==> config.mk <==
export PLATFORM = sky130hd
export DESIGN_NAME = pseudo_des_counter_rng_core
export DESIGN_NICKNAME = d
export VERILOG_FILES = /design/src/rtl/core/psdes_pkg.sv /design/src/rtl/core/psdes_front.sv /design/src/rtl/core/psdes_queue.sv /design/src/rtl/core/psdes_back.sv /design/src/rtl/core/pseudo_des_counter_rng_core.sv
export SDC_FILE = /design/constraint.sdc
export NUM_CORES = 2
export LEC_CHECK = 0
export BUFFER_PORTS_ARGS = -buffer_cell sky130_fd_sc_hd__buf_2
export CAP_MARGIN = 10
export CORE_MARGIN = 4
export CORE_UTILIZATION = 30
export CTS_CLUSTER_DIAMETER = 120
export DETAILED_ROUTE_END_ITERATION = 8
export SYNTH_ARGS = -nofsm -noshare
export SYNTH_HDL_FRONTEND = slang
export SYNTH_HIERARCHICAL = 1
export SYNTH_SLANG_ARGS = --single-unit
==> constraint.sdc <==
create_clock -name clk -period 44.1 [get_ports clk]
set_clock_uncertainty 0.1 [all_clocks]
set_input_delay 2.205 -clock clk [delete_from_list [all_inputs] [get_ports clk]]
set_output_delay 2.205 -clock clk [all_outputs]
set_load 0.03 [all_outputs]
==> src/rtl/core/psdes_pkg.sv <==
// Shared types, constants and the round function of the pseudo-DES hash.
// Used by every module of the pseudo_des_counter_rng_core block.
package psdes_pkg;

  typedef enum logic [1:0] {
    REQ_DRAW   = 2'd0,
    REQ_HASH   = 2'd1,
    REQ_RELOAD = 2'd2
  } req_type_t;

  localparam logic [0:0] REG_SEED_HIGH = 1'b0;
  localparam logic [0:0] REG_SEED_LOW  = 1'b1;

  localparam int unsigned NumRounds = 4;

  localparam logic [31:0] RoundC1 [NumRounds] = '{
    32'hBAA96887, 32'h1E17D32C, 32'h03BCDC3C, 32'h0F33D1B2
  };
  localparam logic [31:0] RoundC2 [NumRounds] = '{
    32'h4B0F3B58, 32'hE874F0C3, 32'h6955C5A6, 32'h55A7CA46
  };

  // One queued job: the two words to hash, or a zero result when do_hash is low.
  typedef struct packed {
    logic        do_hash;
    logic [31:0] left;
    logic [31:0] right;
  } psdes_job_t;

  // Mixing function of one round applied to the right word.
  function automatic logic [31:0] psdes_mix(input logic [31:0] right, input logic [1:0] idx);
    logic [31:0] a;
    logic [15:0] lo;
    logic [15:0] hi;
    logic [31:0] lo_sq;
    logic [31:0] hi_sq;
    logic [31:0] lo_hi;
    logic [31:0] b;
    logic [31:0] sw;
    a     = right ^ RoundC1[idx];
    lo    = a[15:0];
    hi    = a[31:16];
    lo_sq = lo * lo;
    hi_sq = hi * hi;
    lo_hi = lo * hi;
    b     = lo_sq + ~hi_sq;
    sw    = {b[15:0], b[31:16]};
    return (sw ^ RoundC2[idx]) + lo_hi;
  endfunction

endpackage

==> src/rtl/core/psdes_front.sv <==
// Front end: takes requests, holds the seeds and the 64-bit counter, and turns
// each request into a hash job for the queue. Depends on psdes_pkg.
module psdes_front import psdes_pkg::*; (
  input  logic        clk,
  input  logic        rst,
  input  logic        cfg_we,
  input  logic [0:0]  cfg_index,
  input  logic [31:0] cfg_data,
  input  logic        in_valid,
  input  logic [1:0]  req_type,
  input  logic [63:0] hash_word,
  input  logic        queue_full,
  output logic        in_stall,
  output logic        push,
  output psdes_job_t  push_job
);

  logic [31:0] seed_high;
  logic [31:0] seed_low;
  logic [31:0] counter_high;
  logic [31:0] counter_low;
  logic [63:0] counter_next;
  logic        accept;

  assign in_stall     = queue_full;
  assign accept       = in_valid && !queue_full;
  assign push         = accept;
  assign counter_next = {counter_high, counter_low} + 64'd1;

  always_comb begin
    push_job = '0;
    unique case (req_type)
      REQ_DRAW: begin
        push_job.do_hash = 1'b1;
        push_job.left    = counter_high;
        push_job.right   = counter_low;
      end
      REQ_HASH: begin
        push_job.do_hash = 1'b1;
        push_job.left    = hash_word[63:32];
        push_job.right   = hash_word[31:0];
      end
      default: begin
        push_job = '0;
      end
    endcase
  end

  always_ff @(posedge clk) begin
    if (rst) begin
      seed_high    <= '0;
      seed_low     <= '0;
      counter_high <= '0;
      counter_low  <= '0;
    end else begin
      if (cfg_we) begin
        unique case (cfg_index)
          REG_SEED_HIGH: seed_high <= cfg_data;
          REG_SEED_LOW:  seed_low  <= cfg_data;
          default:       seed_low  <= seed_low;
        endcase
      end
      if (accept) begin
        if (req_type == REQ_DRAW) begin
          counter_high <= counter_next[63:32];
          counter_low  <= counter_next[31:0];
        end else if (req_type == REQ_RELOAD) begin
          counter_high <= seed_high;
          counter_low  <= seed_low;
        end
      end
    end
  end

endmodule

==> src/rtl/core/psdes_queue.sv <==
// Two-entry job queue between the front end and the hash engine.
// Depends on psdes_pkg for the job type.
module psdes_queue import psdes_pkg::*; (
  input  logic       clk,
  input  logic       rst,
  input  logic       push,
  input  psdes_job_t push_job,
  input  logic       pop,
  output logic       full,
  output logic       head_valid,
  output psdes_job_t head_job
);

  psdes_job_t  slots [2];
  logic        wr_ptr;
  logic        rd_ptr;
  logic [1:0]  count;

  assign full       = (count == 2'd2);
  assign head_valid = (count != 2'd0);
  assign head_job   = slots[rd_ptr];

  always_ff @(posedge clk) begin
    if (push) begin
      slots[wr_ptr] <= push_job;
    end
  end

  always_ff @(posedge clk) begin
    if (rst) begin
      wr_ptr <= 1'b0;
      rd_ptr <= 1'b0;
      count  <= '0;
    end else begin
      if (push) begin
        wr_ptr <= ~wr_ptr;
      end
      if (pop) begin
        rd_ptr <= ~rd_ptr;
      end
      if (push && !pop) begin
        count <= count + 2'd1;
      end else if (pop && !push) begin
        count <= count - 2'd1;
      end
    end
  end

endmodule

==> src/rtl/core/psdes_back.sv <==
// Hash engine: runs the four rounds of a queued job, one round per cycle, and
// holds the result in the output register. Depends on psdes_pkg.
module psdes_back import psdes_pkg::*; (
  input  logic        clk,
  input  logic        rst,
  input  logic        head_valid,
  input  psdes_job_t  head_job,
  output logic        pop,
  input  logic        out_stall,
  output logic        out_valid,
  output logic [31:0] result_high,
  output logic [31:0] result_low
);

  typedef enum logic [1:0] {
    ST_IDLE,
    ST_ROUND,
    ST_HOLD
  } state_t;

  state_t      state;
  logic [31:0] left;
  logic [31:0] right;
  logic [1:0]  rnd;
  logic [31:0] right_next;
  logic        out_free;
  logic        out_load;

  assign out_free   = !out_valid || !out_stall;
  assign pop        = (state == ST_IDLE) && head_valid;
  assign right_next = left ^ psdes_mix(right, rnd);
  assign out_load   = out_free &&
                      (((state == ST_ROUND) && (rnd == 2'(NumRounds - 1))) ||
                       (state == ST_HOLD));

  always_ff @(posedge clk) begin
    if (rst) begin
      state     <= ST_IDLE;
      out_valid <= 1'b0;
      rnd       <= '0;
    end else begin
      if (out_load) begin
        out_valid <= 1'b1;
      end else if (!out_stall) begin
        out_valid <= 1'b0;
      end
      unique case (state)
        ST_IDLE: begin
          if (head_valid) begin
            left  <= head_job.left;
            right <= head_job.right;
            rnd   <= '0;
            // Reload and unused requests skip the rounds and return zero.
            state <= head_job.do_hash ? ST_ROUND : ST_HOLD;
          end
        end
        ST_ROUND: begin
          left  <= right;
          right <= right_next;
          rnd   <= rnd + 2'd1;
          if (rnd == 2'(NumRounds - 1)) begin
            if (out_free) begin
              result_high <= right;
              result_low  <= right_next;
              state       <= ST_IDLE;
            end else begin
              state <= ST_HOLD;
            end
          end
        end
        ST_HOLD: begin
          if (out_free) begin
            result_high <= left;
            result_low  <= right;
            state       <= ST_IDLE;
          end
        end
        default: begin
          state <= ST_IDLE;
        end
      endcase
    end
  end

endmodule

==> src/rtl/core/pseudo_des_counter_rng_core.sv <==
// Top level of the counter-based pseudo-DES random generator.
// Depends on psdes_pkg, psdes_front, psdes_queue and psdes_back.
//
// Usage:
//   A request arrives on in_valid/in_stall with req_type and hash_word. A draw
//   hashes the 64-bit counter and then increments it, a hash request hashes
//   hash_word, a reload copies seed_high/seed_low into the counter. Every
//   request gives exactly one result on out_valid/out_stall; reload and the
//   unused request code give a zero result.
//   The user writes the seeds through cfg_we, cfg_index and cfg_data only while idle; the block does not enforce it.
// Timing:
//   The front end takes a request in the cycle it is offered unless the
//   two-entry queue is full. The hash engine runs one round per cycle: it
//   pops a job from the queue in its idle state, runs the four rounds and
//   loads the result into the output register, raising out_valid; it pops
//   the next job only once it is idle again. A reload job skips the rounds.
//   When the receiver stalls, the result stays in the output register and the
//   engine waits with the next finished result, after which the queue fills
//   and in_stall rises.
// Reset: rst clears seeds, counter, queue and output valid.
module pseudo_des_counter_rng_core import psdes_pkg::*; (
  input  logic        clk,
  input  logic        rst,
  input  logic        cfg_we,
  input  logic [0:0]  cfg_index,
  input  logic [31:0] cfg_data,
  input  logic        in_valid,
  output logic        in_stall,
  input  logic [1:0]  req_type,
  input  logic [63:0] hash_word,
  output logic        out_valid,
  input  logic        out_stall,
  output logic [31:0] result_high,
  output logic [31:0] result_low
);

  logic       push;
  psdes_job_t push_job;
  logic       pop;
  logic       queue_full;
  logic       head_valid;
  psdes_job_t head_job;

  psdes_front u_front (
    .clk        (clk),
    .rst        (rst),
    .cfg_we     (cfg_we),
    .cfg_index  (cfg_index),
    .cfg_data   (cfg_data),
    .in_valid   (in_valid),
    .req_type   (req_type),
    .hash_word  (hash_word),
    .queue_full (queue_full),
    .in_stall   (in_stall),
    .push       (push),
    .push_job   (push_job)
  );

  psdes_queue u_queue (
    .clk        (clk),
    .rst        (rst),
    .push       (push),
    .push_job   (push_job),
    .pop        (pop),
    .full       (queue_full),
    .head_valid (head_valid),
    .head_job   (head_job)
  );

  psdes_back u_back (
    .clk         (clk),
    .rst         (rst),
    .head_valid  (head_valid),
    .head_job    (head_job),
    .pop         (pop),
    .out_stall   (out_stall),
    .out_valid   (out_valid),
    .result_high (result_high),
    .result_low  (result_low)
  );

endmodule
==> flow_summary.ini <==
[run_status]
status = completed

[sta]
min_period_ps = 17670
fin_ws_ps = 26430
hold_viol = 0
rsz0062_at_grt = false
tightestPinTransition_ps = 1180
hold_ws_ps = 358
maxSlewViolCount = 0
setup-tns-final_ps = 0
setup_viol = 0
relSlewSlack = 0.212
fin_crit_sh = 0.401
clock.fmax_ghz = 0.0566

[setup_path]
crit_cells = 58
cp.required_ps = 44330
crit_end = u_back/right[31]$_DFFE_PP_
worstPathMaxFanout = 19
critPathSlowestCell = clkinv_1
critPathArrivalTime_ps = 17900
cp-end-kind = register
worst-r2r-cell-count = 58
crit_family = adder cells
reg2reg_setup_slack_ps = 26430
r2r-end = u_back/right[31]$_DFFE_PP_
r2r_start = u_back/rnd[1]$_SDFFE_PP0P_
crit_start = u_back/rnd[1]$_SDFFE_PP0P_
path_common_cell = fa_1
crit_buf_inv = 13
critPathMaxStageDelay_ps = 810
critPathLaunchType = register
worstSetupPathType = reg2reg

[detailed_routing]
drt_iter0_drc = 2725
routedWlPerCell_um = 20.5
drtAntennaViolNets = 0
firstDrtPassIters = 6
routed_wl_um = 136000
drc_errors = 0
via_per_inst = 4.91
vias = 32500

[layout]
area_growth_pct = 10.9
final_nets = 5688
layout-drive-gt1-share = 0.0933

[global_routing]
grt_pass1_wl_um = 208000
antenna_found_initial = 16
grt_util_all_layers = 0.183
grt_max_degree = 92
grt_pass1_vias = 33300
grt.overflow.total = 0

[cts]
clockBufferDepth = 3
cts_root_buffer = clkbuf_16
clock_sinks = 396
clkLatencyLatePin_ps = 590
cts_buffers = 44
cts_tree = built
cts_setup_buffers = 0
h-tree-depth = 2
hold_buffers = 0
cts_resized = 0
clk_pin_slew_ps = 60

[die]
die_area_um2 = 148000
io_pins = 170
core_um2 = 141000
dieWidth_um = 385
rows = 138
initial_core_util = 0.302
die_y_um = 385

[synth]
synthTopCellsByCount = inv_1 (834), nand2_1 (705), fa_1 (586)
synth_nets = 5611
ys_ff_latch = 396
syn_area_um2 = 42700
netlist.area_leader.share = 0.275
synth_area_leader_cell = fa_1
avgSynthCellArea_um2 = 9.23
synthArstFlopShare = 0
synth-edff-count = 258
yosysWarnings = 6
synth_ff_type = edfxtp_1
yosysSeqAreaShare = 0.246
synthCells = 4625
ys_top_cells_by_area = fa_1 (27%), edfxtp_1 (18%), ha_1 (8.7%), inv_1 (7.3%), dfxtp_1 (6.5%)
yosysMostFrequentCell = inv_1
synth_cell_types = 93

[worst_hold_path]
hp-class = reg2reg

[placement]
io_buffers = 169
gp_congestion = 0.922
place_ws_ps = 26600
hpwl_um = 105000

[flow_run]
maxCapViolations = 0
-- flip-flops by register name, indices dropped and copies added, names as in the netlist, named ones only --
signal,cells
u_back/left,32
u_back/rnd,2
u_back/result_low,32
u_back/result_high,32
u_back/state,2
u_front/seed_high,32
u_queue/wr_ptr,1
u_queue/rd_ptr,1
u_front/counter_high,32
u_back/right,32
u_front/counter_low,32
u_queue/slots,130
u_front/seed_low,32
u_back/out_valid,1
u_queue/count,2
-- layer usage --
layer	part of all wire	global-route usage
met4	0.032	0.0537
met1	0.43	0.251
met5	0.00046	0
met3	0.087	0.0387
met2	0.46	0.291
-- cells in the final DEF, fill, tap and decap left out, types with 78 or more instances in the layout --
cell	n
inv_1	834
nand2_1	705
fa_1	586
nor2_1	385
ha_1	296
edfxtp_1	258
a21oi_1	219
buf_2	166
xnor2_1	137
dfxtp_1	137
o21ai_0	101
mux2i_1	78
-- logic make-up (layout without fill, tap and decap cells) --
family                     after synthesis  count (layout)  share of synthesized area
adders and majority gates              882             882                      0.362
buffers and inverters                 1053            1166                     0.0939
and+or+nand+nor                       1413            1413                      0.144
muxes                                  149             149                     0.0370
DFF                                    396             396                      0.246
other                                    0               4                          0
AOI/OAI and AO/OA                      534             534                     0.0768
xor gates and xnor gates               198             198                     0.0406
-- worst min-delay path by stage --
stage                                                   from  depth (start not counted)                                     to
after floorplan           u_front/seed_high[11]$_SDFFE_PP0P_                          2  u_front/counter_high[11]$_SDFFE_PP0P_
after global placement     u_front/seed_low[23]$_SDFFE_PP0P_                          2      u_front/seed_low[23]$_SDFFE_PP0P_
after detailed placement  u_front/seed_high[13]$_SDFFE_PP0P_                          2     u_front/seed_high[13]$_SDFFE_PP0P_
after CTS                 u_front/seed_high[13]$_SDFFE_PP0P_                          2     u_front/seed_high[13]$_SDFFE_PP0P_
after global routing       u_front/seed_high[5]$_SDFFE_PP0P_                          2      u_front/seed_high[5]$_SDFFE_PP0P_
final                      u_front/seed_low[13]$_SDFFE_PP0P_                          2      u_front/seed_low[13]$_SDFFE_PP0P_
-- final cells by class --
class                      instances  area (um^2)
clock inverter                    28          362
sequential                       396        10500
inverter                         841         3160
clock buffer                      54         1180
timing repair buffer             243         1420
tap                             1890         2360
fill                           14600        94100
multi-input combinational       3176        28300
antenna                            4         10.0
-- metrics by stage --
step                       util  cells  instance area, um^2
after floorplan               -   4625                42700
after global placement    0.324   6546                45800
after detailed placement  0.324   6546                45800
after CTS                 0.335   6628                47300
after global routing      0.335   6628                47300
final                     0.335   6632                47300
-- worst register-to-register path, delay by kind of cell (launching register included) --
family	cells	cell delay, ps
mux	1	300
xor+xnor	4	870
compound gates	19	4490
fa+ha+maj	18	8320
simple gates	3	630
flops	1	740
buf+inv	13	1960
Power is not shown: default switching activity piles up to over one toggle a cycle in this logic, so the estimate is an artifact.
